--- config.mk ---
export PLATFORM = sky130hd
export DESIGN_NAME = prv_ram
export DESIGN_NICKNAME = d
export VERILOG_FILES = /design/src/hw/rtl/prv_ram.sv
export SDC_FILE = /design/constraint.sdc
export NUM_CORES = 2
export LEC_CHECK = 0
export BUFFER_PORTS_ARGS = -buffer_cell sky130_fd_sc_hd__buf_2
export CAP_MARGIN = 10
export CORE_ASPECT_RATIO = 0.5
export CORE_UTILIZATION = 45
export CTS_CLUSTER_DIAMETER = 60
export DETAILED_ROUTE_END_ITERATION = 16
export GPL_ROUTABILITY_DRIVEN = 0
export GPL_TIMING_DRIVEN = 0
export SETUP_SLACK_MARGIN = 0.4
export SLEW_MARGIN = 0
export SYNTH_ARGS = -nofsm -noshare
export SYNTH_HDL_FRONTEND = slang
export SYNTH_SLANG_ARGS = --single-unit
export TNS_END_PERCENT = 100
--- constraint.sdc ---
create_clock -name clk -period 2.2 [get_ports clk]
set_input_delay 0.22 -clock clk [delete_from_list [all_inputs] [get_ports clk]]
set_output_delay 0.22 -clock clk [all_outputs]
set_load 0.01 [all_outputs]
--- src/hw/rtl/prv_ram.sv ---
module prv_ram #(
	parameter int WIDTH = 8,
	parameter int DEPTH = 256
) (
	input  logic                     clk,
	input  logic                     we,
	input  logic [$clog2(DEPTH)-1:0] waddr,
	input  logic [WIDTH-1:0]         wdata,
	input  logic [$clog2(DEPTH)-1:0] raddr,
	output logic [WIDTH-1:0]         rdata
);

	logic [WIDTH-1:0] mem_q [DEPTH];

	always_ff @(posedge clk) begin
		if (we) begin
			mem_q[waddr] <= wdata;
		end
		rdata <= mem_q[raddr];
	end

endmodule

## Yosys cells after proc, flatten, opt, wreduce, memory -nomap -nowiden

Memory sizes are Yosys's and may differ from the RTL's. A register that Yosys moved wholly into a read port is not among the register bits.
Cells that the tools add are included.

- Multiplexer cells: 2

Operators by type and width:

| kind | count |
|---|---|
| 2-to-1 mux 1 bit | 2 |

- RAM bits: 2048
- Input port bits: 26
- Memories: 1
- Logic and storage cells: 3
- Output and inout bits: 8
- Flip-flop bits (word level): 0

Memory list:

| name | words | bits a word | rd ports | clocked after memory_dff | write ports | RTL line | source |
|---|---|---|---|---|---|---|---|
| mem_q | 256 | 8 | 1 | 1 | 1 | 13 | `logic [WIDTH-1:0] mem_q [DEPTH];` |

## Depth between registers and ports, before layout

- Depth in word-level cells: 2
- Depth in mapped cells: 11
- Gate-level depth less buffers: 6

## Least setup slack after synthesis

No wires, ideal clock.

- Path kind: input-to-reg
- Start: input port raddr[0]
- End: register rdata[2], read port of mem_q
- Setup slack: 0.042 ns
- Cell stages on the path: 9
- Data arrival time: 2.027 ns
- Cell sequence: buf_6 buf_12 buf_8 buf_2 mux4_2 a22oi_1 a21oi_1 nor4_1 nor4_2

RTL lines:

| element | RTL line | source |
|---|---|---|
| from (decl) | 9 | `input logic [$clog2(DEPTH)-1:0] raddr,` |
| to (decl) | 10 | `output logic [WIDTH-1:0] rdata` |

==> run metrics <==
synthesized area=a little under 80000 sq um; RSZ-0062 raised after global routing=yes; clock share of power=approximately two fifths; starting density of the core=a little under half; failing checks=negative setup slack; die width=596.6 um; clock sink total=2056; Post-DP HPWL=~160 mm; Hold EP=mem_q[52][5]; status=finished, violations left; Syn. warnings=0; fraction of layout cells with a size suffix above 1=around a third; Reg power frac=53.8%; final setup vio count=8; Clock Skew=57.95 ps; pre-CTS setup slack=-2690 ps; num rows=between 100 and 150; hold path start=waddr[4]; worst path required time=between 2000 and 3000 ps; Layout area overhead=16.15%; Post-DRT Antenna Nets=0; worst-margin pin slew=roughly 1200 ps; Vias/cell=roughly 6.5; WL final=247.1 mm; Gate Count Post-Synth=roughly 3700; post-DR wirelength/cell=between 30 and 40 um; Worst VDD drop=0.5544 mV; first-pass GRT wire length=335.3 mm; dpl cell area=84270 sq um; core area=~170000 sq um; H-tree depth=4; CP max FO=1; fin nets=~4000; DRC=0; die footprint=between 150000 and 200000 sq um; clock buffer count from CTS=188; largest net degree at the start of global routing=approximately 170; Fin. Hold Viols=0; NetSw=18.00 mW; minimum clock period=approximately 2700 ps; Switching Share=approximately 22%; internal power=62.31 mW; maximum root-to-sink buffer count=4; Final period util=120.9%; final worst setup slack=-459.2 ps; Die Height=approximately 300 um; Most used DFF post-synth=edfxtp_1; Static Leak=27.95 nW; Worst setup SP type=flop; Distinct cells, synth=55; Worst Setup End Kind=flop; GR Overflow Total=0; total track usage=roughly 28%; HP Class=input port to flop; Power Density=a little under 900 nW/um^2; R2R depth=6; Critical R2R Capture=rdata[6]; share of power burned in combinational logic=between 6 and 7%; max_cap viols=0; synthesized net count=~3800; FF-to-FF Start=mem_q[82][6]; final core occ=52.97%; clk_lat worst skew=870 ps; fraction of registers with async set/reset=0%; CTS Root Cell=clkbuf_16; f_max=between 300 and 400 MHz; Hold Path Depth=3; Final Cell Area=~92000 sq um; WS Path Type=flop to flop; PortBufs=26; Slew Limit Fails=0; vias in the first global route=just over 40000; Post-synth EDFFs=between 2000 and 2500; Iter 0 DRT Violations=between 6000 and 7000; CTS tree=built; vias=between 40000 and 50000; #FFs+latches synth=~2100; clock transition at the registers of the reported paths=roughly 70 ps; initial antenna violation count=11; sequential share of the synthesized area=77.50%; synthesized area per cell=about 21 sq um; worst hold slack=about 150 ps; WP data arrival=3340 ps; r2r setup slk=-460 ps; slew margin rel.=about 18%; total power=between 80 and 90 mW; Top Ports=34; TritonRoute pass-1 iters=6
## cell usage in the layout (no fill, tap or decap), types with 28 or more instances in the layout
master / n
o22ai_1: 28
nor2_4: 203
buf_2: 45
buf_6: 31
clkbuf_2: 52
buf_8: 30
o221ai_1: 43
clkbuf_16: 192
clkbuf_1: 58
buf_12: 29
a22oi_1: 119
clkinv_1: 43
nor2_2: 29
buf_4: 37
nor2_1: 50
mux4_2: 454
mux2i_1: 133
edfxtp_1: 2048
clkinv_2: 32
a21oi_1: 77
## layer usage
metal / wire length [um] / up-vias / part of all wire (%) / track usage [%]
met1: 97710 / 22620 / 40 / 40.07
li1: - / 16250 / - / -
met2: 106900 / 2736 / 43 / 39.49
met5: 13 / - / 0.0053 / 0
met4: 8109 / 2 / 3.3 / 8.587
met3: 34400 / 397 / 14 / 9.622
## power by group through the flow
stage	clock network (mW)	registers [mW]	logic, mW
after detailed placement	0	44.0	4.70
final	31.9	43.2	5.21
after CTS	32.0	43.2	5.01
after floorplan	0	44.1	2.22
after global routing	33.5	43.2	5.30
after global placement	0	44.2	4.55
## logic make-up (layout without fill, tap and decap cells)
family	after synthesis	after routing	share of synthesized area, %
DFF	2056	2056	77.50
muxes	591	591	14.62
and+or+nand+nor	466	466	2.628
AOI/OAI and AO/OA	385	385	3.419
buffers and inverters	235	635	1.831
other	0	1	0
## per-stage QoR
stage | setup TNS (ps) | instances
floorplan | 0 | 3733
global placement | -6309170 | 6124
detailed placement | -1593630 | 6141
CTS | -1856 | 6494
global route | -1991 | 6499
finish | -2275 | 6499
## synth_stat cells, drive strengths merged (2+ instances only)
cell type,number,share of area [%]
a2111oi,5,0.066
a211oi,16,0.15
a21oi,96,0.60
a221oi,14,0.16
a22o,8,0.088
a22oi,133,1.3
a311oi,2,0.022
a31oi,2,0.016
and2,6,0.047
and3b,2,0.022
buf,122,1.3
clkbuf,111,0.52
dfxtp,8,0.20
edfxtp,2048,77
mux2i,134,1.7
mux4,456,13
nand2,33,0.16
nand2b,8,0.063
nand3,34,0.21
nand3b,2,0.019
nand4,10,0.079
nor2,282,1.3
nor2b,31,0.24
nor3,22,0.14
nor4,27,0.24
o211ai,10,0.094
o21ai,12,0.075
o221ai,47,0.53
o22a,5,0.055
o22ai,28,0.22
o32ai,5,0.064
or2,4,0.031
## how the worst max path moves through the flow
stage | slack (ps) | startpoint | to | cells past startpoint
floorplan | 160 | raddr[0] | rdata[0] | 9
global placement | -3030 | raddr[1] | rdata[1] | 9
detailed placement | -2690 | raddr[1] | rdata[4] | 10
CTS | -290 | mem_q[83][5] | rdata[5] | 6
global route | -410 | mem_q[82][6] | rdata[6] | 6
finish | -460 | mem_q[82][6] | rdata[6] | 6
## cell type report
class / count / area, sq um
flip-flops and latches: 2056 / 61660
multi-input cells: 1442 / 19000
repair buffers: 68 / 784.5
plain buffers: 232 / 2213
well taps: 2365 / 2959
fillers: 13280 / 82050
clock inverters: 97 / 804.5
inverters: 2 / 7.507
diodes: 1 / 2.502
clock buffers: 236 / 4969
## registers in the layout, indices dropped and copies added (netlist names)
name and count:
mem_q 2048, rdata 8
## critical path: stages (launching register included)
cell,delay [ps]
edfxtp_1,380
mux4_2,490
a22o_1,300
a221oi_4,600
o32ai_4,280
nor3_4,340
nor4_4,120
## timing repair
item,in CTS,in global routing
buffers inserted,13,3
hold endpoints to repair,481,0
setup endpoints to repair,1924,1122
gates resized for setup,338,216
pin swaps,19,24
hold buffers,8,0
Note: power is estimated with default switching activity, not from simulation.
