`src/hw/rtl/prv_pkg.sv`:
```
package prv_pkg;

	localparam int NAME_BYTES    = 2048;
	localparam int SPRITE_BYTES  = 256;
	localparam int PATTERN_BYTES = 8192;
	localparam int PALETTE_BYTES = 32;

	localparam int SPRITE_AW  = $clog2(SPRITE_BYTES);
	localparam int PATTERN_AW = $clog2(PATTERN_BYTES);
	localparam int PALETTE_AW = $clog2(PALETTE_BYTES);
	localparam int FOLD_AW    = 11;

	localparam logic [9:0]  DOTS_PER_LINE = 10'd341;
	localparam logic [9:0]  LAST_DOT      = 10'd340;
	localparam logic [8:0]  VBLANK_LINE   = 9'd241;
	localparam logic [8:0]  LAST_LINE     = 9'd262;
	localparam logic [13:0] NAME_BASE     = 14'h2000;
	localparam logic [13:0] PAL_BASE      = 14'h3F00;
	localparam logic [13:0] STEP_ROW      = 14'd32;
	localparam logic [13:0] STEP_ONE      = 14'd1;

	typedef enum logic [1:0] {
		MODE_WRITE = 2'd0,
		MODE_READ  = 2'd1,
		MODE_TICK  = 2'd2,
		MODE_LOAD  = 2'd3
	} mode_t;

	typedef enum logic [2:0] {
		REG_CTRL    = 3'd0,
		REG_MASK    = 3'd1,
		REG_STATUS  = 3'd2,
		REG_OAMADDR = 3'd3,
		REG_OAMDATA = 3'd4,
		REG_SCROLL  = 3'd5,
		REG_ADDR    = 3'd6,
		REG_DATA    = 3'd7
	} reg_t;

	// where the read byte of an item comes from once the memories answer
	typedef enum logic [2:0] {
		SRC_ZERO     = 3'd0,
		SRC_REG      = 3'd1,
		SRC_SPRITE   = 3'd2,
		SRC_PALETTE  = 3'd3,
		SRC_BUF_PAT  = 3'd4,
		SRC_BUF_NAME = 3'd5
	} src_t;

	typedef struct packed {
		src_t       src;
		logic [7:0] reg_val;
		logic       frame_done;
		logic       nmi;
	} issue_t;

	typedef struct packed {
		logic [7:0] read_byte;
		logic       frame_done;
		logic       nmi_pending;
	} result_t;

	// nametable fold: 0 horizontal, 1 vertical mirroring
	function automatic logic [FOLD_AW-1:0] fold_name(input logic [13:0] addr,
			input logic mirror);
		logic [FOLD_AW-1:0] idx;
		if (mirror) begin
			idx = addr[10:0];
		end else begin
			idx = {addr[11], addr[9:0]};
		end
		return idx;
	endfunction

	// palette mirrors of the backdrop entries
	function automatic logic [PALETTE_AW-1:0] fold_pal(input logic [13:0] addr);
		logic [PALETTE_AW-1:0] idx;
		idx = addr[PALETTE_AW-1:0];
		if (idx[4] && (idx[1:0] == 2'b00)) begin
			idx[4] = 1'b0;
		end
		return idx;
	endfunction

endpackage

```
`src/hw/rtl/prv_if.sv`:
```


interface prv_res_if;
	logic       valid;
	logic       ready;
	logic [7:0] read_byte;
	logic       frame_done;
	logic       nmi_pending;

	modport source (output valid, output read_byte, output frame_done,
		output nmi_pending, input ready);
	modport sink (input valid, input read_byte, input frame_done,
		input nmi_pending, output ready);
endinterface

```
`src/hw/rtl/prv_back.sv`:
```
module prv_back (
	input  logic              clk,
	input  logic              arst_n,
	input  logic              fire,
	input  prv_pkg::issue_t   issue,
	input  logic [7:0]        spr_rdata,
	input  logic [7:0]        name_rdata,
	input  logic [7:0]        pal_rdata,
	input  logic [7:0]        pat_rdata,
	output logic              room,
	prv_res_if.source         res
);

	logic              valid_s1;
	prv_pkg::issue_t   issue_s1;
	logic [7:0]        buf_q;
	prv_pkg::result_t  fifo_q [2];
	logic              wr_q, rd_q;
	logic [1:0]        cnt_q;
	logic              pop;
	logic [2:0]        level;
	prv_pkg::result_t  result;

	assign pop   = res.valid && res.ready;
	assign level = ({1'b0, cnt_q} + {2'b00, valid_s1}) - {2'b00, pop};
	assign room  = level <= 3'd1;

	always_comb begin
		case (issue_s1.src) inside
			prv_pkg::SRC_REG:                          result.read_byte = issue_s1.reg_val;
			prv_pkg::SRC_SPRITE:                       result.read_byte = spr_rdata;
			prv_pkg::SRC_PALETTE:                      result.read_byte = pal_rdata;
			prv_pkg::SRC_BUF_PAT, prv_pkg::SRC_BUF_NAME: result.read_byte = buf_q;
			default:                                   result.read_byte = 8'd0;
		endcase
		result.frame_done  = issue_s1.frame_done;
		result.nmi_pending = issue_s1.nmi;
	end

	assign res.valid       = cnt_q != 2'd0;
	assign res.read_byte   = fifo_q[rd_q].read_byte;
	assign res.frame_done  = fifo_q[rd_q].frame_done;
	assign res.nmi_pending = fifo_q[rd_q].nmi_pending;

	always_ff @(posedge clk) begin
		if (fire) begin
			issue_s1 <= issue;
		end
		if (valid_s1) begin
			fifo_q[wr_q] <= result;
		end
	end

	always_ff @(posedge clk or negedge arst_n) begin
		if (!arst_n) begin
			valid_s1 <= 1'b0;
			buf_q    <= 8'd0;
			wr_q     <= 1'b0;
			rd_q     <= 1'b0;
			cnt_q    <= 2'd0;
		end else begin
			valid_s1 <= fire;
			if (valid_s1 && (issue_s1.src == prv_pkg::SRC_BUF_PAT)) begin
				buf_q <= pat_rdata;
			end else if (valid_s1 && (issue_s1.src == prv_pkg::SRC_BUF_NAME)) begin
				buf_q <= name_rdata;
			end
			if (valid_s1) begin
				wr_q <= !wr_q;
			end
			if (pop) begin
				rd_q <= !rd_q;
			end
			cnt_q <= cnt_q + {1'b0, valid_s1} - {1'b0, pop};
		end
	end

endmodule

```
`src/flat_wrapper.sv`:
```
// flat-port wrapper written by rule: the top's interface ports become plain ports
module prv_back_flat 
  (clk, arst_n, fire, issue, spr_rdata, name_rdata, pal_rdata, pat_rdata, room, res_valid, res_read_byte, res_frame_done, res_nmi_pending, res_ready);
  prv_res_if res_i ();
  input  logic clk;
  input  logic arst_n;
  input  logic fire;
  input  prv_pkg::issue_t issue;
  input  logic [7:0] spr_rdata;
  input  logic [7:0] name_rdata;
  input  logic [7:0] pal_rdata;
  input  logic [7:0] pat_rdata;
  output logic room;
  output wire logic [$bits(res_i.valid)-1:0] res_valid;
  output wire logic [$bits(res_i.read_byte)-1:0] res_read_byte;
  output wire logic [$bits(res_i.frame_done)-1:0] res_frame_done;
  output wire logic [$bits(res_i.nmi_pending)-1:0] res_nmi_pending;
  input wire logic [$bits(res_i.ready)-1:0] res_ready;
  assign res_valid = res_i.valid;
  assign res_read_byte = res_i.read_byte;
  assign res_frame_done = res_i.frame_done;
  assign res_nmi_pending = res_i.nmi_pending;
  assign res_i.ready = res_ready;
  prv_back u_core (.clk(clk), .arst_n(arst_n), .fire(fire), .issue(issue), .spr_rdata(spr_rdata), .name_rdata(name_rdata), .pal_rdata(pal_rdata), .pat_rdata(pat_rdata), .room(room), .res(res_i));
endmodule
```
`config.mk`:
```
export PLATFORM = sky130hd
export DESIGN_NAME = prv_back_flat
export DESIGN_NICKNAME = d
export VERILOG_FILES = /design/src/hw/rtl/prv_pkg.sv /design/src/hw/rtl/prv_if.sv /design/src/hw/rtl/prv_back.sv /design/src/flat_wrapper.sv
export SDC_FILE = /design/constraint.sdc
export NUM_CORES = 1
export LEC_CHECK = 0
export BUFFER_PORTS_ARGS = -buffer_cell sky130_fd_sc_hd__buf_2
export CAP_MARGIN = 20
export CELL_PAD_IN_SITES_DETAIL_PLACEMENT = 0
export CELL_PAD_IN_SITES_GLOBAL_PLACEMENT = 2
export CORE_AREA = 2 2 87 89
export CTS_CLUSTER_DIAMETER = 120
export CTS_CLUSTER_SIZE = 14
export DETAILED_ROUTE_END_ITERATION = 8
export DIE_AREA = 0 0 89 91
export PLACE_DENSITY_LB_ADDON = 0.25
export SKIP_CTS_REPAIR_TIMING = 1
export SYNTH_ARGS = -nofsm -noshare
export SYNTH_HDL_FRONTEND = slang
export SYNTH_SLANG_ARGS = --single-unit
```
`constraint.sdc`:
```
create_clock -name clk -period 1.9 [get_ports clk]
set_input_delay 0.095 -clock clk [delete_from_list [all_inputs] [get_ports clk]]
set_output_delay 0.095 -clock clk [all_outputs]
set_load 0.1 [all_outputs]
```
# == Word level (Yosys, flattened, before mapping) ==
# Memory sizes are Yosys's and may differ from the RTL's.
# Index checks and enable logic that the tools add are counted.
# W data, S select, Z words.
# totals
register_bits,26
latch_bits,0
ram_bits,20
romBits,0
inputBits,49
output_inout_bits,12
word_cells,36
n_memories,1
# classes
addsub,4
mul,0
div,0
order_cmp,1
eq_ne,5
n_shift,0
mux,8
bitwise_logic,0
n_reduce_logical,8
# mem_list
memory,words,word_bits,rd,rd_ports_with_merged_regs,wr,line,rtl
u_core.fifo_q,2,10,1,0,1,prv_back.sv:17,prv_pkg::result_t fifo_q [2];
# ops
operator,count
$mux W8,6
$eq A3 B2 Y1 const B,2
$eq A3 B3 Y1 const B,2
$reduce_bool A2 Y1,2
$add A2 B1 Y3,1
$eq A3 B1 Y1 const B,1
$le A3 B1 Y1 const B,1
$logic_and A1 B1 Y1,3
$sub A3 B1 Y3,1
$add A2 B1 Y2,1
$logic_not A1 Y1,2
$mux W1,2
$reduce_or A2 Y1,1
$sub A2 B1 Y2,1

# == Logic depth before layout (Yosys ltp) ==
# Gate-level depths: netlist of run 1.
# depth
ltp_word,6
mapped_depth,7
depth_no_buf,7

# == Worst setup path after synthesis of run 1 ==
# Ideal clock, no wire load.
# synth_timing
path_kind,reg2out
from,register u_core.cnt_q[1]
to,output room
t_arrival_ps,2831
required_time_ps,1805
setup_slack_ps,-1026
path_stages_with_launch,8
path_buffers,0
path_cell_list,dfrtp_1 > o21a_1 > ha_1 > inv_1 > ha_1 > fa_1 > xnor2_1 > nor2_1
# synth_between
elab_chain_cells,4
elab_cells_between_ends,5
classes_between,2 x add/sub; 1 x order compare; 2 x reduce/logical
# synth_rtl
item,line,rtl
"start, declared",prv_back.sv:19,logic [1:0] cnt_q;
"start signal, assigned",prv_back.sv:74,"cnt_q <= cnt_q + {1'b0, valid_s1} - {1'b0, pop};"
$reduce_bool A2 Y1,prv_back.sv:40,assign res.valid = cnt_q != 2'd0;
$logic_and A1 B1 Y1,prv_back.sv:24,assign pop = res.valid && res.ready;
via u_core.pop,prv_back.sv:20,logic pop;
$sub A3 B1 Y3,prv_back.sv:25,"assign level = ({1'b0, cnt_q} + {2'b00, valid_s1}) - {2'b00, pop};"
$le A3 B1 Y1,prv_back.sv:26,assign room = level <= 3'd1;
"end, declared",flat_wrapper.sv:13,output logic room;
# The timed path passes the listed nets, and every way through them passes these cells.

# == Worst setup path after layout of run 1 ==
# layout_timing
from,register u_core.cnt_q[1]
to,output room
# layout_between
elab_chain_cells,4
elab_cells_between_ends,5
classes_between,2 x add/sub; 1 x order compare; 2 x reduce/logical
# layout_rtl
item,line,rtl
$reduce_bool A2 Y1,prv_back.sv:40,
$logic_and A1 B1 Y1,prv_back.sv:24,
via u_core.pop,prv_back.sv:20,
$sub A3 B1 Y3,prv_back.sv:25,
via u_core.level[1],prv_back.sv:21,logic [2:0] level;
$le A3 B1 Y1,prv_back.sv:26,
# The timed path passes the listed nets, and every way through them passes these cells.

==> flow_metrics.py, run 1 <==
metrics = {
    "run_status": {
        "status": "complete, but fails checks",
        "violations": "negative setup slack",
    },
    "routing": {
        "ant_nets": 0,
        "drt_iter0_drc": 46,
        "firstDrtPassIters": 3,
        "drcViolationCount": 0,
        "wirelength_um": 4130,
        "via_per_inst": 4.29,
        "num_vias": 1334,
        "avgRoutedWirePerCell_um": 13.3,
    },
    "cts": {
        "clock_sinks": 46,
        "htreeDepth": 2,
        "cts_tree": "built",
        "clock_latency_ns": 0.30,
        "path_clk_slew_ns": 0.09,
        "cts_buffer_depth": 2,
        "cts-root-buf": "clkbuf_8",
        "cts_buffers": 5,
    },
    "synthesis": {
        "ys_seq_area_share_pct": 61.5,
        "synth_area_mm2": 0.00214,
        "synth_fp_nets": 180,
        "syn_inst": 128,
        "yosys-top-cells-area": "edfxtp_1, dfrtp_1, mux2_4",
        "ys.warnings.count": 0,
        "synth_cell_type_count": 23,
        "syn_avg_cell_area_um2": 16.7,
        "synth.top_cell.area_share_pct": 46.3,
        "synth-seq-cells": 46,
        "synth_top_area_cell": "edfxtp_1",
    },
    "run": {
        "maxCapViolations": 0,
    },
    "finish": {
        "final.fill_count": 696,
        "fin_nets": 263,
        "area.growth.synth_to_final_pct": 34.7,
        "drive_gt1_share_pct": 50.9,
        "final_common_cell": "buf_2",
        "most-common-layout-cells": "buf_2, edfxtp_1, mux2_4",
        "diodes": 0,
    },
    "placement": {
        "hpwlAfterDp_um": 3120,
        "gp_congestion": 0.703,
        "io_buffers": 60,
    },
    "timing": {
        "period_needed_ns": 2.26,
        "max_slew_margin_pct": 66.5,
        "setup_slack_ns": -0.357,
        "skew_ns": 0.00592,
        "finalHoldViolations": 0,
        "rsz0062_at_grt": "true",
        "report.final.slew_viol_count": 0,
        "timing.final.crit_share_pct": 119,
        "tightest_slew_ns": 0.503,
        "max_clock_freq_ghz": 0.443,
        "setup_viol_count_final": 1,
        "timing.hold.ws_ns": 0.0991,
        "fin_setup_tns_ns": -0.357,
    },
    "setup_path": {
        "worstPathArrival_ns": 2.16,
        "critPathBufInv": 2,
        "crit_path_start_kind": "flop",
        "cp_slowest_cell": "fa_2",
        "cp.required_ns": 1.80,
        "critical_path_cell_count": 7,
        "critPathMaxStageDelay_ns": 0.46,
        "rr_worst_depth": 6,
        "critPathMaxFanout": 2,
        "critPathKind": "flop to primary output",
        "end_kind": "primary output",
        "crit_family": "adder cells",
        "crit_chain": "o21a_1 > ha_1 > inv_1 > ha_2 > fa_2 > nor2_4 > buf_12",
    },
    "floorplanning": {
        "die_h_um": 91,
        "num_rows": 31,
        "die_w_um": 89,
        "num_io_pins": 61,
        "die-area_mm2": 0.00810,
        "placeableCoreArea_mm2": 0.00714,
        "start_util_pct": 30.0,
    },
    "power": {
        "power_density_mw_per_mm2": 1450,
        "p_leak_nw": 1.22,
        "vdd_drop_max_mv": 0.396,
    },
    "worst_hold_path": {
        "holdCritPathClass": "input pin to flop",
        "min_path_cells": 1,
    },
    "global_routing": {
        "grt_antenna_before_repair": 0,
        "grt_pass1_wl_um": 6560,
        "grt_pass1_vias": 1350,
        "grt_max_degree": 25,
        "overflow": 0,
        "track_usage_pct": 11.0,
    },
}
## final timing paths
kind,slack (ns),end,start
hold / removal,0.1,u_core.valid_s1,fire
max in group asynchronous,1.44,u_core.buf_q[4],arst_n
setup / recovery,-0.36,room,u_core.cnt_q[1]
hold reg to reg,0.46,u_core.fifo_q[1][1],u_core.issue_s1[1]
setup reg to reg,0.10,u_core.cnt_q[1],u_core.cnt_q[1]
min in group asynchronous,0.21,u_core.cnt_q[0],arst_n
## cells in the mapped netlist
cell type / instances
and2_1: 1
ha_1: 2
xor2_1: 2
dfrtp_1: 13
mux2i_1: 8
mux2_2: 10
fa_1: 1
inv_1: 4
nor2_1: 2
nand4bb_1: 4
o211ai_1: 8
and3b_1: 1
or4bb_1: 4
buf_2: 1
o21a_1: 1
or2b_1: 1
edfxtp_1: 33
mux2_4: 16
clkbuf_1: 3
or2_2: 1
xnor2_1: 1
nand3b_1: 8
buf_6: 3
## power breakdown
group          internal (W)  leakage [nW]  switching, W
clock              0.000394        0.0585      0.000337
sequential          0.00132         0.471      0.000137
combinational      0.000651         0.685       0.00134
## layout make-up
cell class                      count  area [um2]  share of cell area (%)
Sequential cell                    46        1320                    45.7
Multi-Input combinational cell     71         778                    27.0
Timing Repair Buffer               83         536                    18.6
Tap cell                           99         124                    4.30
Clock buffer                        5        68.8                    2.39
Clock inverter                      3        43.8                    1.52
Inverter                            4        15.0                   0.521
## state kept, by name (all words and copies together), names as in the netlist
name / cells
u_core.wr_q: 1
u_core.valid_s1: 1
u_core.cnt_q: 2
u_core.issue_s1: 13
u_core.rd_q: 1
u_core.fifo_q: 20
u_core.buf_q: 8
## metrics by stage
stage / setup slack, ns / util [%] / instances / total power (W) / cell area (um2)
after floorplan: -0.279 / - / 128 / 0.00298 / 2160
after global placement: -0.0351 / 36.6 / 287 / 0.00337 / 2610
after detailed placement: -0.0733 / 36.6 / 287 / 0.00342 / 2610
after CTS: -0.412 / 38.2 / 295 / 0.00416 / 2730
after global routing: -0.445 / 40.4 / 311 / 0.00438 / 2880
final: -0.357 / 40.4 / 311 / 0.00418 / 2880
## metal layers
metal  track usage, %  vias up  wire (um)
li1                 -      654          -
met1             13.5      637       1790
met2             17.7       37       2070
met3             3.45        6        186
met4             4.85        0         82
met5                0        -          0
## cell families (layout without fill, tap and decap cells)
kind of cell               after synthesis  in the layout  synth area share, %
AOI/OAI and AO/OA                        9              9                 3.16
xor gates and xnor gates                 3              3                 1.23
adders and majority gates                3              3                 2.11
buffers and inverters                   11             95                 3.04
DFF                                     46             46                 61.5
muxes                                   34             34                 20.2
and+or+nand+nor                         22             22                 8.71
## worst register-to-register path: stages (launching register included)
cell	delay, ns
dfrtp_1	0.39
o21a_1	0.20
ha_1	0.26
inv_1	0.06
ha_2	0.17
fa_2	0.46
buf_4	0.15
Note: power is estimated with default switching activity, not from simulation.
==> inputs of run 2 (changes only) <==
Clock period 1.9 ns to 2.1 ns, I/O delays scaled along.
==> run 2 against run 1 <==
  * The run still ends with negative setup slack left
  * Register-to-register slack improved by 0.30 ns
  * Combinational power shrank 12%
  * First-iteration DRC count rose by 6.5%
  * Clock skew rose by 0.0015 ns
  * Global-route usage is 0.072 points higher
  * Critical path depth did not move
  * Sequential share of layout area increased by 0.44 points
  * Worst hold slack gained 0.018 ns
  * Largest power group unchanged
==> flow_metrics.py, run 2 (synthesized netlist as in run 1, its figures left out) <==
metrics = {
    "run_status": {
        "status": "complete, but fails checks",
        "violations": "negative setup slack",
    },
    "cts": {
        "htreeDepth": 2,
        "cts_buffer_depth": 2,
        "cts_buffers": 5,
        "clock_sinks": 46,
        "path_clk_slew_ns": 0.09,
        "cts_tree": "built",
        "clock_latency_ns": 0.30,
        "cts-root-buf": "clkbuf_8",
    },
    "finish": {
        "area.growth.synth_to_final_pct": 33.4,
        "diodes": 0,
        "fin_nets": 261,
        "largest_reg_flops": 20,
        "layoutNonFillerInstCount": 309,
        "finalInstanceArea_mm2": 0.00285,
        "top_regs": "u_core.fifo_q (20), u_core.issue_s1 (13), u_core.buf_q (8)",
        "most-common-layout-cells": "buf_2, edfxtp_1, mux2_4",
        "register_area_mm2": 0.00132,
        "final_common_cell": "buf_2",
        "multi_input_area_um2": 778,
        "regMostFlops": "u_core.fifo_q",
        "final.fill_count": 689,
        "drive_gt1_share_pct": 50.5,
    },
    "routing": {
        "num_vias": 1315,
        "drt_iter0_drc": 49,
        "drcViolationCount": 0,
        "wirelength_um": 4220,
        "avgRoutedWirePerCell_um": 13.6,
        "ant_nets": 0,
        "firstDrtPassIters": 4,
        "via_per_inst": 4.26,
    },
    "setup_path": {
        "critPathKind": "flop to primary output",
        "r2r_setup_slack_ns": 0.40,
        "crit_chain": "o21a_1 > ha_1 > inv_1 > ha_2 > fa_2 > nor2_4 > buf_12",
        "critPathMaxFanout": 2,
        "end_kind": "primary output",
        "crit_path_start_kind": "flop",
        "cp_slowest_cell": "fa_2",
        "rr_worst_depth": 5,
        "crit_path_start": "u_core.cnt_q[1]",
        "rr_endpoint": "u_core.cnt_q[1]",
        "crit_path_end": "room",
        "critPathMaxStageDelay_ns": 0.46,
        "cp.required_ns": 2.00,
        "worstPathArrival_ns": 2.17,
        "r2r_start": "u_core.cnt_q[1]",
    },
    "floorplanning": {
        "die_w_um": 89,
        "start_util_pct": 30.0,
        "num_rows": 31,
        "die_h_um": 91,
        "num_io_pins": 61,
        "die-area_mm2": 0.00810,
        "placeableCoreArea_mm2": 0.00714,
    },
    "placement": {
        "gp_congestion": 0.687,
        "io_buffers": 60,
        "dp_slack_ns": 0.0743,
        "hpwlAfterDp_um": 3230,
        "placed_cells": 285,
        "dpl_cell_area_mm2": 0.00259,
    },
    "global_routing": {
        "overflow": 0,
        "grt_pass1_wl_um": 6670,
        "grt_antenna_before_repair": 0,
        "grtUsageMet1_pct": 12.7,
        "track_usage_pct": 11.1,
        "grt_use_met3_pct": 3.64,
        "grt_util_met2_pct": 19.0,
        "top_usage_layer": "met2",
        "grt_pass1_vias": 1391,
        "grt_max_degree": 19,
    },
    "power": {
        "fin_total_pwr_w": 0.00373,
        "vdd_drop_max_mv": 0.313,
        "power_density_mw_per_mm2": 1310,
        "p_leak_nw": 1.20,
    },
    "worst_hold_path": {
        "holdCritPathClass": "input pin to flop",
    },
    "timing": {
        "skew_ns": 0.00743,
        "setup_slack_ns": -0.172,
        "report.final.slew_viol_count": 0,
        "setup_viol_count_final": 1,
        "max_clock_freq_ghz": 0.440,
        "tightest_slew_ns": 0.539,
        "timing.final.crit_share_pct": 108,
        "max_slew_margin_pct": 64.1,
        "rsz0062_at_grt": "true",
        "finalHoldViolations": 0,
        "fin_setup_tns_ns": -0.172,
        "period_needed_ns": 2.27,
    },
    "run": {
        "maxCapViolations": 0,
    },
}
## run 2: where the power goes
part / leakage, nW / total [W] / internal [W] / switching (W)
Sequential: 0.471 / 0.00132 / 0.00119 / 0.000125
Clock: 0.0585 / 0.000656 / 0.000357 / 0.000299
Combinational: 0.671 / 0.00176 / 0.000553 / 0.00120
Total: 1.20 / 0.00373 / 0.00210 / 0.00163
## run 2: metal layers
metal	routed length (um)	vias up
met5	0	-
met4	68	0
met3	203	5
met2	2190	36
met1	1760	622
li1	-	652
## run 2: cell type report
cell class	count	area share, %
Multi-Input combinational cell	71	27.3
Inverter	4	0.526
Timing Repair Buffer	81	17.8
Sequential cell	46	46.1
Tap cell	99	4.34
Clock inverter	3	1.53
Clock buffer	5	2.41
## run 2: worst max-delay path, delay by kind of cell, from the launching register on
family                   cells  cell delay, ns
flip-flops                   1            0.39
adder cells (fa/ha/maj)      3            0.89
AO/OA/AOI/OAI                1            0.20
buffers and inverters        2            0.24
AND/OR/NAND/NOR              1            0.14
## run 2: how the worst min path moves through the flow
stage | slack, ns | startpoint | to | cells after the start
2_1_floorplan | -0.19 | arst_n | u_core.buf_q[0] | 0
3_3_place_gp | 0.01 | arst_n | u_core.rd_q | 1
3_5_place_dp | 0.02 | arst_n | u_core.rd_q | 1
4_1_cts | -0.31 | arst_n | u_core.cnt_q[0] | 1
5_1_grt | 0.12 | fire | u_core.valid_s1 | 1
6_report | 0.12 | fire | u_core.valid_s1 | 1
## run 2: metrics by stage
stage                     hold slack (ns)  utilization (%)
after floorplan                    -0.191                -
after global routing                0.122             40.0
after global placement            0.00985             36.2
final                               0.117             40.0
after CTS                          -0.312             37.8
after detailed placement           0.0184             36.2
