## config.mk

```make
export PLATFORM = sky130hd
export DESIGN_NAME = prv_front
export DESIGN_NICKNAME = d
export VERILOG_FILES = /design/src/hw/rtl/prv_pkg.sv /design/src/hw/rtl/prv_front.sv
export SDC_FILE = /design/constraint.sdc
export NUM_CORES = 1
export LEC_CHECK = 0
export ABC_AREA = 1
export ABC_CLOCK_PERIOD_IN_PS = 6650
export CORE_MARGIN = 1
export CORE_UTILIZATION = 70
export CTS_CLUSTER_SIZE = 16
export DETAILED_ROUTE_END_ITERATION = 8
export DONT_BUFFER_PORTS = 1
export GPL_TIMING_DRIVEN = 0
export PLACE_DENSITY = 0.86
export SETUP_SLACK_MARGIN = 0.4
export SLEW_MARGIN = 25
export SYNTH_ARGS = -nofsm -noshare
export SYNTH_HDL_FRONTEND = slang
export SYNTH_SLANG_ARGS = --single-unit
```

## constraint.sdc

```tcl
create_clock -name clk -period 6.65 [get_ports clk]
set_input_delay 0.665 -clock clk [delete_from_list [all_inputs] [get_ports clk]]
set_output_delay 0.665 -clock clk [all_outputs]
set_load 0.01 [all_outputs]
```

## src/hw/rtl/prv_pkg.sv

```systemverilog
package prv_pkg;

	localparam int NAME_BYTES    = 2048;
	localparam int SPRITE_BYTES  = 256;
	localparam int PATTERN_BYTES = 8192;
	localparam int PALETTE_BYTES = 32;

	localparam int SPRITE_AW  = $clog2(SPRITE_BYTES);
	localparam int PATTERN_AW = $clog2(PATTERN_BYTES);
	localparam int PALETTE_AW = $clog2(PALETTE_BYTES);
	localparam int FOLD_AW    = 11;

	localparam logic [9:0]  DOTS_PER_LINE = 10'd341;
	localparam logic [9:0]  LAST_DOT      = 10'd340;
	localparam logic [8:0]  VBLANK_LINE   = 9'd241;
	localparam logic [8:0]  LAST_LINE     = 9'd262;
	localparam logic [13:0] NAME_BASE     = 14'h2000;
	localparam logic [13:0] PAL_BASE      = 14'h3F00;
	localparam logic [13:0] STEP_ROW      = 14'd32;
	localparam logic [13:0] STEP_ONE      = 14'd1;

	typedef enum logic [1:0] {
		MODE_WRITE = 2'd0,
		MODE_READ  = 2'd1,
		MODE_TICK  = 2'd2,
		MODE_LOAD  = 2'd3
	} mode_t;

	typedef enum logic [2:0] {
		REG_CTRL    = 3'd0,
		REG_MASK    = 3'd1,
		REG_STATUS  = 3'd2,
		REG_OAMADDR = 3'd3,
		REG_OAMDATA = 3'd4,
		REG_SCROLL  = 3'd5,
		REG_ADDR    = 3'd6,
		REG_DATA    = 3'd7
	} reg_t;

	// where the read byte of an item comes from once the memories answer
	typedef enum logic [2:0] {
		SRC_ZERO     = 3'd0,
		SRC_REG      = 3'd1,
		SRC_SPRITE   = 3'd2,
		SRC_PALETTE  = 3'd3,
		SRC_BUF_PAT  = 3'd4,
		SRC_BUF_NAME = 3'd5
	} src_t;

	typedef struct packed {
		src_t       src;
		logic [7:0] reg_val;
		logic       frame_done;
		logic       nmi;
	} issue_t;

	typedef struct packed {
		logic [7:0] read_byte;
		logic       frame_done;
		logic       nmi_pending;
	} result_t;

	// nametable fold: 0 horizontal, 1 vertical mirroring
	function automatic logic [FOLD_AW-1:0] fold_name(input logic [13:0] addr,
			input logic mirror);
		logic [FOLD_AW-1:0] idx;
		if (mirror) begin
			idx = addr[10:0];
		end else begin
			idx = {addr[11], addr[9:0]};
		end
		return idx;
	endfunction

	// palette mirrors of the backdrop entries
	function automatic logic [PALETTE_AW-1:0] fold_pal(input logic [13:0] addr);
		logic [PALETTE_AW-1:0] idx;
		idx = addr[PALETTE_AW-1:0];
		if (idx[4] && (idx[1:0] == 2'b00)) begin
			idx[4] = 1'b0;
		end
		return idx;
	endfunction

endpackage

```

## src/hw/rtl/prv_front.sv

```systemverilog
module prv_front #(
	parameter int NAME_BYTES = prv_pkg::NAME_BYTES
) (
	input  logic                                 clk,
	input  logic                                 arst_n,
	input  logic                                 cfg_wr_en,
	input  logic                                 cfg_wr_data,
	input  logic                                 fire,
	input  logic [1:0]                           mode,
	input  logic [2:0]                           reg_sel,
	input  logic [7:0]                           write_byte,
	input  logic [8:0]                           dot_count,
	input  logic [12:0]                          load_addr,
	output logic                                 busy,
	output prv_pkg::issue_t                      issue,
	output logic                                 spr_we,
	output logic [prv_pkg::SPRITE_AW-1:0]        spr_waddr,
	output logic [7:0]                           spr_wdata,
	output logic [prv_pkg::SPRITE_AW-1:0]        spr_raddr,
	output logic                                 name_we,
	output logic [$clog2(NAME_BYTES)-1:0]        name_waddr,
	output logic [7:0]                           name_wdata,
	output logic [$clog2(NAME_BYTES)-1:0]        name_raddr,
	output logic                                 pal_we,
	output logic [prv_pkg::PALETTE_AW-1:0]       pal_waddr,
	output logic [7:0]                           pal_wdata,
	output logic [prv_pkg::PALETTE_AW-1:0]       pal_raddr,
	output logic                                 pat_we,
	output logic [prv_pkg::PATTERN_AW-1:0]       pat_waddr,
	output logic [7:0]                           pat_wdata,
	output logic [prv_pkg::PATTERN_AW-1:0]       pat_raddr
);

	localparam int NAW = $clog2(NAME_BYTES);
	localparam logic [NAW-1:0] CLR_LAST = NAW'(NAME_BYTES - 1);

	logic        mirror_q;
	logic [7:0]  ctrl_q, mask_q, status_q, spr_q;
	logic [13:0] addr_q;
	logic        hbn_q, nmi_q;
	logic [8:0]  dot_q, line_q;
	logic [NAW-1:0] clr_q;
	logic        busy_q;

	logic [7:0]  ctrl_n, mask_n, status_n, spr_n;
	logic [13:0] addr_n, addr_step;
	logic        hbn_n, nmi_n;
	logic [8:0]  dot_n, line_n, line_inc;
	logic [9:0]  dot_sum, dot_rem;
	logic        in_name, in_pal;
	logic        item_spr_we, item_name_we, item_pal_we;
	logic [NAW-1:0] name_idx;

	assign busy      = busy_q;
	assign addr_step = addr_q + (ctrl_q[2] ? prv_pkg::STEP_ROW : prv_pkg::STEP_ONE);
	assign in_name   = (addr_q >= prv_pkg::NAME_BASE) && (addr_q < prv_pkg::PAL_BASE);
	assign in_pal    = addr_q >= prv_pkg::PAL_BASE;
	assign name_idx  = NAW'(prv_pkg::fold_name(addr_q, mirror_q));
	assign dot_sum   = {1'b0, dot_q} + {1'b0, dot_count};
	assign dot_rem   = dot_sum - prv_pkg::DOTS_PER_LINE;
	assign line_inc  = line_q + 9'd1;

	always_comb begin
		ctrl_n       = ctrl_q;
		mask_n       = mask_q;
		status_n     = status_q;
		spr_n        = spr_q;
		addr_n       = addr_q;
		hbn_n        = hbn_q;
		nmi_n        = nmi_q;
		dot_n        = dot_q;
		line_n       = line_q;
		item_spr_we  = 1'b0;
		item_name_we = 1'b0;
		item_pal_we  = 1'b0;
		issue        = '{src: prv_pkg::SRC_ZERO, reg_val: 8'd0, frame_done: 1'b0,
			nmi: 1'b0};
		unique case (prv_pkg::mode_t'(mode))
			prv_pkg::MODE_WRITE: begin
				unique case (prv_pkg::reg_t'(reg_sel))
					prv_pkg::REG_CTRL: begin
						ctrl_n = write_byte;
						if (!ctrl_q[7] && write_byte[7] && status_q[7]) begin
							nmi_n = 1'b1;
						end
					end
					prv_pkg::REG_MASK:    mask_n = write_byte;
					prv_pkg::REG_OAMADDR: spr_n = write_byte;
					prv_pkg::REG_OAMDATA: begin
						item_spr_we = 1'b1;
						spr_n       = spr_q + 8'd1;
					end
					prv_pkg::REG_ADDR: begin
						if (hbn_q) begin
							addr_n = {write_byte[5:0], addr_q[7:0]};
						end else begin
							addr_n = {addr_q[13:8], write_byte};
						end
						hbn_n = !hbn_q;
					end
					prv_pkg::REG_DATA: begin
						item_name_we = in_name;
						item_pal_we  = in_pal;
						addr_n       = addr_step;
					end
					default: begin
					end
				endcase
			end
			prv_pkg::MODE_READ: begin
				unique case (prv_pkg::reg_t'(reg_sel))
					prv_pkg::REG_STATUS: begin
						issue.src     = prv_pkg::SRC_REG;
						issue.reg_val = status_q;
						status_n      = {1'b0, status_q[6:0]};
						hbn_n         = 1'b1;
					end
					prv_pkg::REG_OAMDATA: issue.src = prv_pkg::SRC_SPRITE;
					prv_pkg::REG_DATA: begin
						addr_n = addr_step;
						if (in_pal) begin
							issue.src = prv_pkg::SRC_PALETTE;
						end else if (in_name) begin
							issue.src = prv_pkg::SRC_BUF_NAME;
						end else begin
							issue.src = prv_pkg::SRC_BUF_PAT;
						end
					end
					default: begin
					end
				endcase
			end
			prv_pkg::MODE_TICK: begin
				if (dot_sum >= prv_pkg::DOTS_PER_LINE) begin
					dot_n = (dot_rem > prv_pkg::LAST_DOT) ? prv_pkg::LAST_DOT[8:0]
						: dot_rem[8:0];
					line_n = line_inc;
					if (line_inc == prv_pkg::VBLANK_LINE) begin
						status_n = {1'b1, 1'b0, status_q[5:0]};
						if (ctrl_q[7]) begin
							nmi_n = 1'b1;
						end
					end
					if (line_inc >= prv_pkg::LAST_LINE) begin
						line_n           = 9'd0;
						nmi_n            = 1'b0;
						status_n         = {2'b00, status_q[5:0]};
						issue.frame_done = 1'b1;
					end
				end else begin
					dot_n = dot_sum[8:0];
				end
			end
			prv_pkg::MODE_LOAD: begin
			end
			default: begin
			end
		endcase
		issue.nmi = nmi_n;
	end

	// memory ports: clearing sweep owns the sprite, nametable and palette write sides after reset
	always_comb begin
		spr_raddr  = spr_q;
		name_raddr = name_idx;
		pal_raddr  = prv_pkg::fold_pal(addr_q);
		pat_raddr  = addr_q[prv_pkg::PATTERN_AW-1:0];
		pat_we     = fire && (prv_pkg::mode_t'(mode) == prv_pkg::MODE_LOAD);
		pat_waddr  = load_addr;
		pat_wdata  = write_byte;
		if (busy_q) begin
			spr_we     = 1'b1;
			spr_waddr  = clr_q[prv_pkg::SPRITE_AW-1:0];
			spr_wdata  = 8'd0;
			name_we    = 1'b1;
			name_waddr = clr_q;
			name_wdata = 8'd0;
			pal_we     = 1'b1;
			pal_waddr  = clr_q[prv_pkg::PALETTE_AW-1:0];
			pal_wdata  = 8'd0;
		end else begin
			spr_we     = fire && item_spr_we;
			spr_waddr  = spr_q;
			spr_wdata  = write_byte;
			name_we    = fire && item_name_we;
			name_waddr = name_idx;
			name_wdata = write_byte;
			pal_we     = fire && item_pal_we;
			pal_waddr  = prv_pkg::fold_pal(addr_q);
			pal_wdata  = write_byte;
		end
	end

	always_ff @(posedge clk or negedge arst_n) begin
		if (!arst_n) begin
			mirror_q <= 1'b0;
			ctrl_q   <= 8'd0;
			mask_q   <= 8'd0;
			status_q <= 8'd0;
			spr_q    <= 8'd0;
			addr_q   <= 14'd0;
			hbn_q    <= 1'b1;
			nmi_q    <= 1'b0;
			dot_q    <= 9'd0;
			line_q   <= 9'd0;
			clr_q    <= '0;
			busy_q   <= 1'b1;
		end else begin
			if (cfg_wr_en) begin
				mirror_q <= cfg_wr_data;
			end
			if (busy_q) begin
				clr_q <= clr_q + NAW'(1);
				if (clr_q == CLR_LAST) begin
					busy_q <= 1'b0;
				end
			end
			if (fire) begin
				ctrl_q   <= ctrl_n;
				mask_q   <= mask_n;
				status_q <= status_n;
				spr_q    <= spr_n;
				addr_q   <= addr_n;
				hbn_q    <= hbn_n;
				nmi_q    <= nmi_n;
				dot_q    <= dot_n;
				line_q   <= line_n;
			end
		end
	end

endmodule

```

== Yosys cells after proc, flatten, opt, wreduce, memory -nomap -nowiden ==
Cells that the tools add are included.

* Input bits: 40
* Logic and storage cells: 119
* Flip-flop bits (word level): 65

* Muxes and demuxes: 49
* Add/sub/neg operators: 6
* $lt $le $gt $ge: 6
* Reductions and logical operators: 26
* Bitwise operators: 1
* Eq/ne operators: 18

{| class="wikitable"
|+ Operators by type and width
! operator !! number
|-
| $mux 8 || 7
|-
| $pmux 14 s2 || 2
|-
| $mux 11 || 3
|-
| $pmux 8 s2 || 2
|-
| $ge 14x14->1 const B || 2
|-
| $mux 14 || 2
|-
| $mux 9 || 3
|-
| $mux 1 || 24
|-
| $reduce_and 5->1 || 4
|-
| $add 14x6->14 || 1
|-
| $lt 14x14->1 const B || 1
|-
| $ne 3x3->1 const B || 4
|-
| $add 11x1->11 const B || 1
|-
| $eq 11x11->1 const B || 1
|-
| $add 9x9->10 || 1
|-
| $ge 10x9->1 const B || 1
|-
| $gt 10x9->1 const B || 1
|-
| $sub 10x9->10 const B || 1
|-
| $add 9x1->9 const B || 1
|-
| $eq 3x3->1 const B || 3
|-
| $eq 9x8->1 const B || 1
|-
| $ge 9x9->1 const B || 1
|-
| $pmux 3 s3 || 1
|-
| $reduce_and 3->1 || 3
|-
| other kinds (18) || 35
|}

== Longest topological paths before layout ==
Gate-level depths: netlist of the first run.

* Depth after elaboration: 6
* Depth in mapped cells: 21
* Mapped depth without buffers: 21

== Worst setup path after synthesis of the first run ==
No wires, ideal clock.

* Path type: input port to output port
* Start: input dot_count[0]
* End: output issue[0] (netlist bit)
* Stages on the path: 16
* Buffers on the path: 1
* Data arrival time: 2.657 ns
* Slack: 3.328 ns
* Cells stage by stage: ha_1 > inv_1 > fa_1 > ha_1 > inv_1 > nand3_1 > nand3_2 > nand2_2 > nand2_2 > a21oi_4 > nand2_4 > nand2_4 > nand2_4 > nand3_2 > nand3_2 > buf_4

* Cells in the longest elaborated chain, start to end: 4

{| class="wikitable"
|+ Ends and longest elaborated chain
! element !! line !! text
|-
| start: declaration || prv_front.sv:12 || <nowiki>input logic [8:0] dot_count,</nowiki>
|-
| $add 9x9->10 || prv_front.sv:59 || <nowiki>assign dot_sum = {1'b0, dot_q} + {1'b0, dot_count};</nowiki>
|-
| $ge 10x9->1 || prv_front.sv:134 || <nowiki>if (dot_sum >= prv_pkg::DOTS_PER_LINE) begin</nowiki>
|-
| $mux 1 || prv_front.sv:134 ||
|-
| $pmux 1 s2 || prv_front.sv:78 || <nowiki>unique case (prv_pkg::mode_t'(mode))</nowiki>
|-
| end: declaration || prv_front.sv:15 || <nowiki>output prv_pkg::issue_t issue,</nowiki>
|}

No other way between the ends.

== Worst setup path after layout of the first run ==
* Start: register dot_q[0]
* End: output issue[0] (netlist bit)

* Cells in the longest elaborated chain, start to end: 4

{| class="wikitable"
|+ Ends and longest elaborated chain
! element !! line !! text
|-
| start: declaration || prv_front.sv:41 || <nowiki>logic [8:0] dot_q, line_q;</nowiki>
|-
| start signal: assignment || prv_front.sv:226 || <nowiki>dot_q <= dot_n;</nowiki>
|-
| $add 9x9->10 || prv_front.sv:59 ||
|-
| $ge 10x9->1 || prv_front.sv:134 ||
|-
| $mux 1 || prv_front.sv:134 ||
|-
| $pmux 1 s2 || prv_front.sv:78 ||
|}

No other way between the ends.

==> key figures, run 1 <==
Clocking
  • Clk_lat worst skew: 0.36 ns
  • Clock tree sinks: 58
  • Clock Tree Buf Depth: 2
  • Root buffer cell: clkbuf_8
  • TritonCTS clock tree: done
  • Setup bufs post-CTS: 0
  • CTS buffer count: 9
  • CTS clk-pin slew, worst paths: 0.09 ns
  • H-tree levels: 3

Global route
  • Gr usage total: 36.47%
  • GRT overflow: 0
  • First-pass GRT wire length: 21.85 mm
  • Largest net degree at the start of global routing: 31
  • Antenna violations before repair: 0
  • Vias in the first global route: 4,732

Floorplanning
  • Core Footprint: 7331 um^2
  • Starting Density: 73.00%
  • # IOs: 164
  • Die height: 89.44 um
  • Die Width: 89.44 um
  • FP Rows: 31
  • Die area: 7999 um^2

Placement
  • Worst slack, placed: 3.025 ns
  • # port buffers: 0
  • GPL Wtd Cong: 0.9455
  • DP Cell Count: 891
  • Post-DP HPWL: 10.70 mm

Finish
  • Layout Utilization: 79.21%
  • Final std cells w/o fill: 911
  • Layout cells sized above 1: 20.94%
  • Final nets: 868
  • # diodes: 0
  • Area grow syn2layout: 8.511%
  • Fillers: 545

Logic synthesis
  • Top-area cell type share of the netlist area: 26.19%
  • Sequential-to-total area share from yosys stat: 27.17%
  • Multiplexer share of the synthesized area: 0.2104%
  • Mapped Cells: 786
  • EDFF count, synth: 0
  • Synthesized area per cell: 6.808 um^2
  • Synth area leader: dfrtp_1
  • Most instantiated cells after synthesis: nand2_1, inv_1, buf_4, dfrtp_1, nor2_1
  • Compound-Gate Fraction of Synth Area: 13.98%
  • Synth area leaders: dfrtp_1, nand2_1, buf_4, inv_1, o21ai_0
  • Largest family of logic cells by synthesized area: simple AND/OR/NAND/NOR gates
  • Number of synthesized register bits: 58
  • Ys flop type: dfrtp_1
  • XOR/XNOR share of the synthesized area: 2.455%
  • Synth cell types: 51
  • Post-Synth Adder-Cell Area: 5.050%
  • Post-synthesis simple-gate area fraction: 31.31%
  • Most common cell in the netlist: nand2_1
  • Synthesized area: 5351 um^2
  • Asr flop ratio synth: 100.0%
  • YS warnings: 0

STA
  • Final setup violating endpoints: 0
  • Period utilization: 55.65%
  • Least-Margin Pin Slew: 0.6308 ns
  • PnR worst setup slack: 2.949 ns
  • RSZ-0062 raised after global routing: false
  • Clk_skew: 0.01625 ns
  • Hold Vio Cnt, Final: 0
  • Final min period: 3.701 ns
  • Upper clock frequency limit: 270.2 MHz
  • Hold_ws: 0.1103 ns
  • Fin. max-slew vios: 0
  • Relative slew slack: 57.67%
  • Setup TNS: 0 ns

Critical path
  • Startpoint Class: flop
  • R2R cell count: 18
  • Critical path peak fanout: 10
  • Critical Path RT: 5.98 ns
  • Endpoint class of the critical path: primary output
  • FF-to-FF End: dot_q[2]
  • Data arrival, critical path: 3.04 ns
  • R2r startpoint: dot_q[0]
  • Reg-to-reg slack, setup: 3.85 ns
  • CP Class: flop to primary output

Status
  • Outcome: finished, final reports clean

Drt
  • ANT nets after route: 0
  • Routed via count: 5,219
  • DRT Pass-1 Iters: 5
  • Vias/cell: 5.729
  • Drt total wl: 14.36 mm
  • DRT iter0 DRCs: 326
  • Routed len/inst: 15.76 um
  • DRC viols: 0

Pwr
  • Leakage: 0.003068 uW
  • Pwr Density: 408.9 nW/um^2
  • Worst VDD drop: 303.1 uV

Job
  • Max cap viols: 0

Hold path
  • HP Class: input port to async pin
==> state kept, by name, summed over array words and instances (netlist names), 2 cells and up <==
signal,cells
ctrl_q,2
line_q,9
clr_q,11
dot_q,9
addr_q,14
spr_raddr,8
==> timing repair <==
action                                 CTS  global route
hold buffers                             3             1
endpoints found under the hold margin   22            25
gates resized for setup                  0             0
==> kinds of logic after synthesis <==
| logic type | after synthesis |
|---|---|
| simple gates | 361 |
| flops | 58 |
| compound gates | 126 |
| other cells | 1 |
| mux | 1 |
| xor+xnor | 15 |
| buf+inv | 203 |
| fa+ha+maj | 21 |
==> critical path, stage by stage, from the launching register on <==
cell and delay, ns:
dfrtp_1 0.36, ha_1 0.22, inv_1 0.10, fa_1 0.58, ha_1 0.20, inv_1 0.04, nand3_1 0.13, nand3_2 0.12
nand2_2 0.11, nand2_2 0.09, a21oi_4 0.15, nand2_4 0.10, nand2_4 0.14, nand2_4 0.05, nand3_2 0.07, nand3_2 0.07
buf_4 0.15
==> metal layers <==
| layer | part of all wire [%] | vias to the layer above | global-route usage (%) |
|---|---|---|---|
| met4 | 2.7 | 0 | 14.86 |
| met3 | 9.7 | 39 | 9.326 |
| met1 | 41 | 2388 | 46.77 |
| li1 | - | 2468 | - |
| met5 | 0 | - | 0 |
| met2 | 47 | 324 | 58.99 |
==> cell usage in the layout (no fill, tap or decap), types with 8 or more instances in the layout <==
| cell type | instances |
|---|---|
| nand2_1 | 191 |
| inv_1 | 106 |
| buf_4 | 76 |
| dfrtp_1 | 56 |
| nor2_1 | 54 |
| o21ai_0 | 53 |
| nand3_1 | 47 |
| a21oi_1 | 36 |
| nand2_2 | 20 |
| ha_1 | 20 |
| xor2_1 | 12 |
| nor3_1 | 10 |
| nand3_2 | 10 |
| inv_2 | 9 |
| clkbuf_8 | 9 |
| nand2_4 | 8 |
==> metrics by stage <==
stage | power, uW | instance area [um^2]
after floorplan | 1670 | 5374
after detailed placement | 1919 | 5498
after CTS | 2346 | 5787
after global placement | 1862 | 5498
final | 2374 | 5807
after global routing | 2565 | 5807
==> report_power, final <==
| group | internal (uW) | leakage (uW) | switching (uW) | total [uW] |
|---|---|---|---|---|
| combinational | 494 | 0.00221 | 909 | 1400 |
| sequential | 439 | 0.000732 | 109 | 548 |
| clock | 253 | 0.000124 | 170 | 422 |
==> how the worst max path moves through the flow <==
stage,start,endpoint,slack (ns),cells past startpoint
finish,dot_q[0],issue[0],2.95,16
global route,dot_q[0],issue[0],2.72,16
CTS,dot_q[0],issue[0],2.95,16
detailed placement,dot_count[0],issue[0],3.03,16
global placement,dot_count[0],issue[0],3.12,16
floorplan,dot_count[0],issue[0],3.33,16
==> cell type report <==
class                   count  area (um^2)  area share (%)
multi-input cells         531         2863           49.30
flip-flops and latches     58         1454           25.04
well taps                  99        123.9           2.133
inverters                 118        450.4           7.757
clock buffers               9        123.9           2.133
clock inverters             7        125.1           2.155
repair buffers              4        60.06           1.034
plain buffers              85        606.8           10.45
Power figures use the tool's default switching activity.
==> run 2: changes to the inputs <==
--- a/config.mk
+++ b/config.mk
@@ -5,15 +5,15 @@
 export SDC_FILE = /design/constraint.sdc
 export NUM_CORES = 1
 export LEC_CHECK = 0
-export ABC_AREA = 1
-export ABC_CLOCK_PERIOD_IN_PS = 6650
+export ABC_AREA = 0
+export ABC_CLOCK_PERIOD_IN_PS = 3000
 export CORE_MARGIN = 1
-export CORE_UTILIZATION = 70
+export CORE_UTILIZATION = 59
 export CTS_CLUSTER_SIZE = 16
 export DETAILED_ROUTE_END_ITERATION = 8
 export DONT_BUFFER_PORTS = 1
 export GPL_TIMING_DRIVEN = 0
-export PLACE_DENSITY = 0.86
+export PLACE_DENSITY = 0.78
 export SETUP_SLACK_MARGIN = 0.4
 export SLEW_MARGIN = 25
 export SYNTH_ARGS = -nofsm -noshare
==> constraint.sdc (replaced) <==
create_clock -name clk -period 3 [get_ports clk]
set_input_delay 0.3 -clock clk [delete_from_list [all_inputs] [get_ports clk]]
set_output_delay 0.3 -clock clk [all_outputs]
set_load 0.01 [all_outputs]
==> run 2 against run 1 <==
Net effect: the flow now finishes with violations (negative setup slack); sequential cell count is the same; sequential power grew 120%; global-route usage shrank 1.8 points; synthesized area shrank 4.0%; non-clock buffer count grew 66; synthesized cell count shrank 17%; cell area grew 9.0%.
==> key figures, run 2 <==
Status
  • Outcome: complete, but fails checks
  • Failing checks: negative setup slack

Finish
  • Largest Register: addr_q
  • Final nets: 780
  • # diodes: 0
  • Final std cells w/o fill: 829
  • Layout cells sized above 1: 32.04%
  • Fillers: 599
  • Reg area: 1454 um^2
  • Max reg flops: 14
  • Commonest non-fill, non-tap cell in the layout: buf_4
  • Design area: 6330 um^2
  • Top flop regs: addr_q (14), clr_q (11)
  • Most frequent cells in the layout: buf_4, dfrtp_1, a21oi_1, nand2_1, nor2_1
  • Area grow syn2layout: 23.27%
  • Multi-input gate area: 3251 um^2
  • Layout Utilization: 76.27%

Critical path
  • Most frequent CP cell: buf_6
  • R2r startpoint: dot_q[0]
  • Crit path from: dot_q[0]
  • Endpoint class of the critical path: flop
  • Critical Path RT: 3.24 ns
  • CP max-delay cell: fa_2
  • R2R cell count: 20
  • CP Class: flop to flop
  • Critical path peak fanout: 8
  • Startpoint Class: flop
  • Worst path max stage delay: 0.58 ns
  • FF-to-FF End: dot_q[3]
  • Reg-to-reg slack, setup: -0.28 ns
  • Data arrival, critical path: 3.52 ns
  • CP Cell Sequence: ha_4 > inv_2 > fa_2 > ha_4 > inv_2 > o21ai_2 > o21ai_2 > buf_4 > buf_6 > buf_6 > buf_6 > buf_6 > buf_6 > buf_6 > nand3_2 > a211o_1 > a22oi_2 > o21ai_4 > o21ai_2 > a221o_1
  • Critical path capture point: dot_q[3]

STA
  • PnR worst setup slack: -0.2785 ns
  • Relative slew slack: 55.87%
  • Period utilization: 109.3%
  • Fin. max-slew vios: 0
  • Upper clock frequency limit: 305.0 MHz
  • Hold Vio Cnt, Final: 0
  • Setup TNS: -1.976 ns
  • Final min period: 3.278 ns
  • RSZ-0062 raised after global routing: true
  • Least-Margin Pin Slew: 0.6551 ns
  • Clk_skew: 0.01269 ns
  • Final setup violating endpoints: 14

Floorplanning
  • Die height: 95.29 um
  • FP Rows: 33
  • Die area: 9080 um^2
  • Core Footprint: 8299 um^2
  • Die Width: 95.29 um
  • Starting Density: 61.87%
  • # IOs: 164

Drt
  • DRC viols: 0
  • Routed via count: 5,162
  • Drt total wl: 15.52 mm
  • Vias/cell: 6.227
  • DRT Pass-1 Iters: 7
  • Routed len/inst: 18.72 um
  • DRT iter0 DRCs: 311
  • ANT nets after route: 0

Pwr
  • Pwr Density: 896.8 nW/um^2
  • Leakage: 0.002841 uW
  • Worst VDD drop: 880.5 uV

Logic synthesis
  • Synth cell types: 79
  • Synth area leaders: dfrtp_1, buf_4, a21oi_1, o21ai_0, ha_1
  • Most common cell in the netlist: buf_4
  • Asr flop ratio synth: 100.0%
  • Synth area leader: dfrtp_1
  • Number of synthesized register bits: 58
  • Mapped Cells: 650
  • Synthesized area: 5135 um^2
  • YS warnings: 0
  • Synthesized area per cell: 7.900 um^2
  • Most instantiated cells after synthesis: buf_4, a21oi_1, dfrtp_1, nand2_1, o21ai_0
  • Sequential-to-total area share from yosys stat: 28.31%
  • Ys flop type: dfrtp_1
  • Top-area cell type share of the netlist area: 27.29%
  • EDFF count, synth: 0

Global route
  • Antenna violations before repair: 0
  • GRT overflow: 0
  • Gr usage total: 34.63%
  • Vias in the first global route: 4,803
  • First-pass GRT wire length: 23.99 mm
  • Largest net degree at the start of global routing: 59

Clocking
  • H-tree levels: 3
  • Clock tree sinks: 58
  • Clock Tree Buf Depth: 2
  • Clk_lat worst skew: 0.35 ns
  • Root buffer cell: clkbuf_8
  • CTS clk-pin slew, worst paths: 0.08 ns
  • CTS buffer count: 9
  • TritonCTS clock tree: done

Placement
  • Post-DP HPWL: 10.27 mm
  • Post-placement cell area: 5338 um^2
  • GPL Wtd Cong: 0.9520
  • DP Cell Count: 761
  • # port buffers: 0
  • Worst slack, placed: -0.3125 ns

Job
  • Max cap viols: 0

Hold path
  • HP Class: input port to flop
[run 2: worst min-delay path by stage]
stage,from,to,slack [ns],cells past startpoint
5_1_grt,cfg_wr_data,mirror_q,0.09,1
6_report,write_byte[2],ctrl_q[2],0.1,1
3_5_place_dp,arst_n,line_q[3],0.006,0
4_1_cts,write_byte[2],ctrl_q[2],0.09,1
2_1_floorplan,arst_n,addr_q[0],0.004,0
3_3_place_gp,arst_n,line_q[3],0.006,0
[run 2: power by group]
part           switching [uW]  internal, uW  total, uW
logic                    2030          1790       3820
registers                 232           950       1180
clock network             354           321        675
total                    2620          3060       5680
[run 2: kinds of logic (layout without fill, tap and decap cells)]
kind of cell               count (synthesis)  in the layout  share of synthesized area, %
muxes                                     11             11                         2.364
DFF                                       58             58                         28.31
and+or+nand+nor                          203            203                         19.79
buffers and inverters                    138            206                         15.96
adders and majority gates                 21             21                         5.263
xor gates and xnor gates                  22             22                         3.899
other                                      1              7                       0.07303
AOI/OAI and AO/OA                        196            196                         24.34
[run 2: worst max-delay path, delay by kind of cell, from the launching register on]
kind	cells	cell delay [ns]
flops	1	0.40
simple gates	1	0.05
fa+ha+maj	3	0.89
compound gates	7	0.96
buf+inv	9	0.85
[run 2: cell type report]
cell class,count,area share (%)
buffer,103,11.15
clock buffer,10,2.174
clock inverter,6,0.6721
inverter,35,2.076
multi-input combinational,460,51.35
sequential,58,22.97
tap,105,2.076
timing repair buffer,52,7.531
[run 2: per-layer routing]
layer  global-route usage, %  vias to the layer above  routed length [um]
met3                   9.171                       43                1415
li1                        -                     2387                   -
met5                       0                        -                   0
met4                   11.99                        0                 409
met2                   56.73                      279                7414
met1                   43.95                     2453                6275
[run 2: stage by stage]
stage / hold slack [ns] / total power [uW]
4_1_cts: 0.09206 / 5344
2_1_floorplan: 0.004409 / 3229
3_3_place_gp: 0.005980 / 3623
3_5_place_dp: 0.005856 / 3709
5_1_grt: 0.09211 / 6004
6_report: 0.09669 / 5677
[run 2: what timing repair did]
action / 4_1_cts / 5_1_grt
resized for setup: 85 / 12
setup endpoints to repair: 22 / 24
buffers inserted: 43 / 6
cloned: 1 / 0
hold buffers: 2 / 0
endpoints found under the hold margin: 58 / 0
pin swaps: 38 / 3
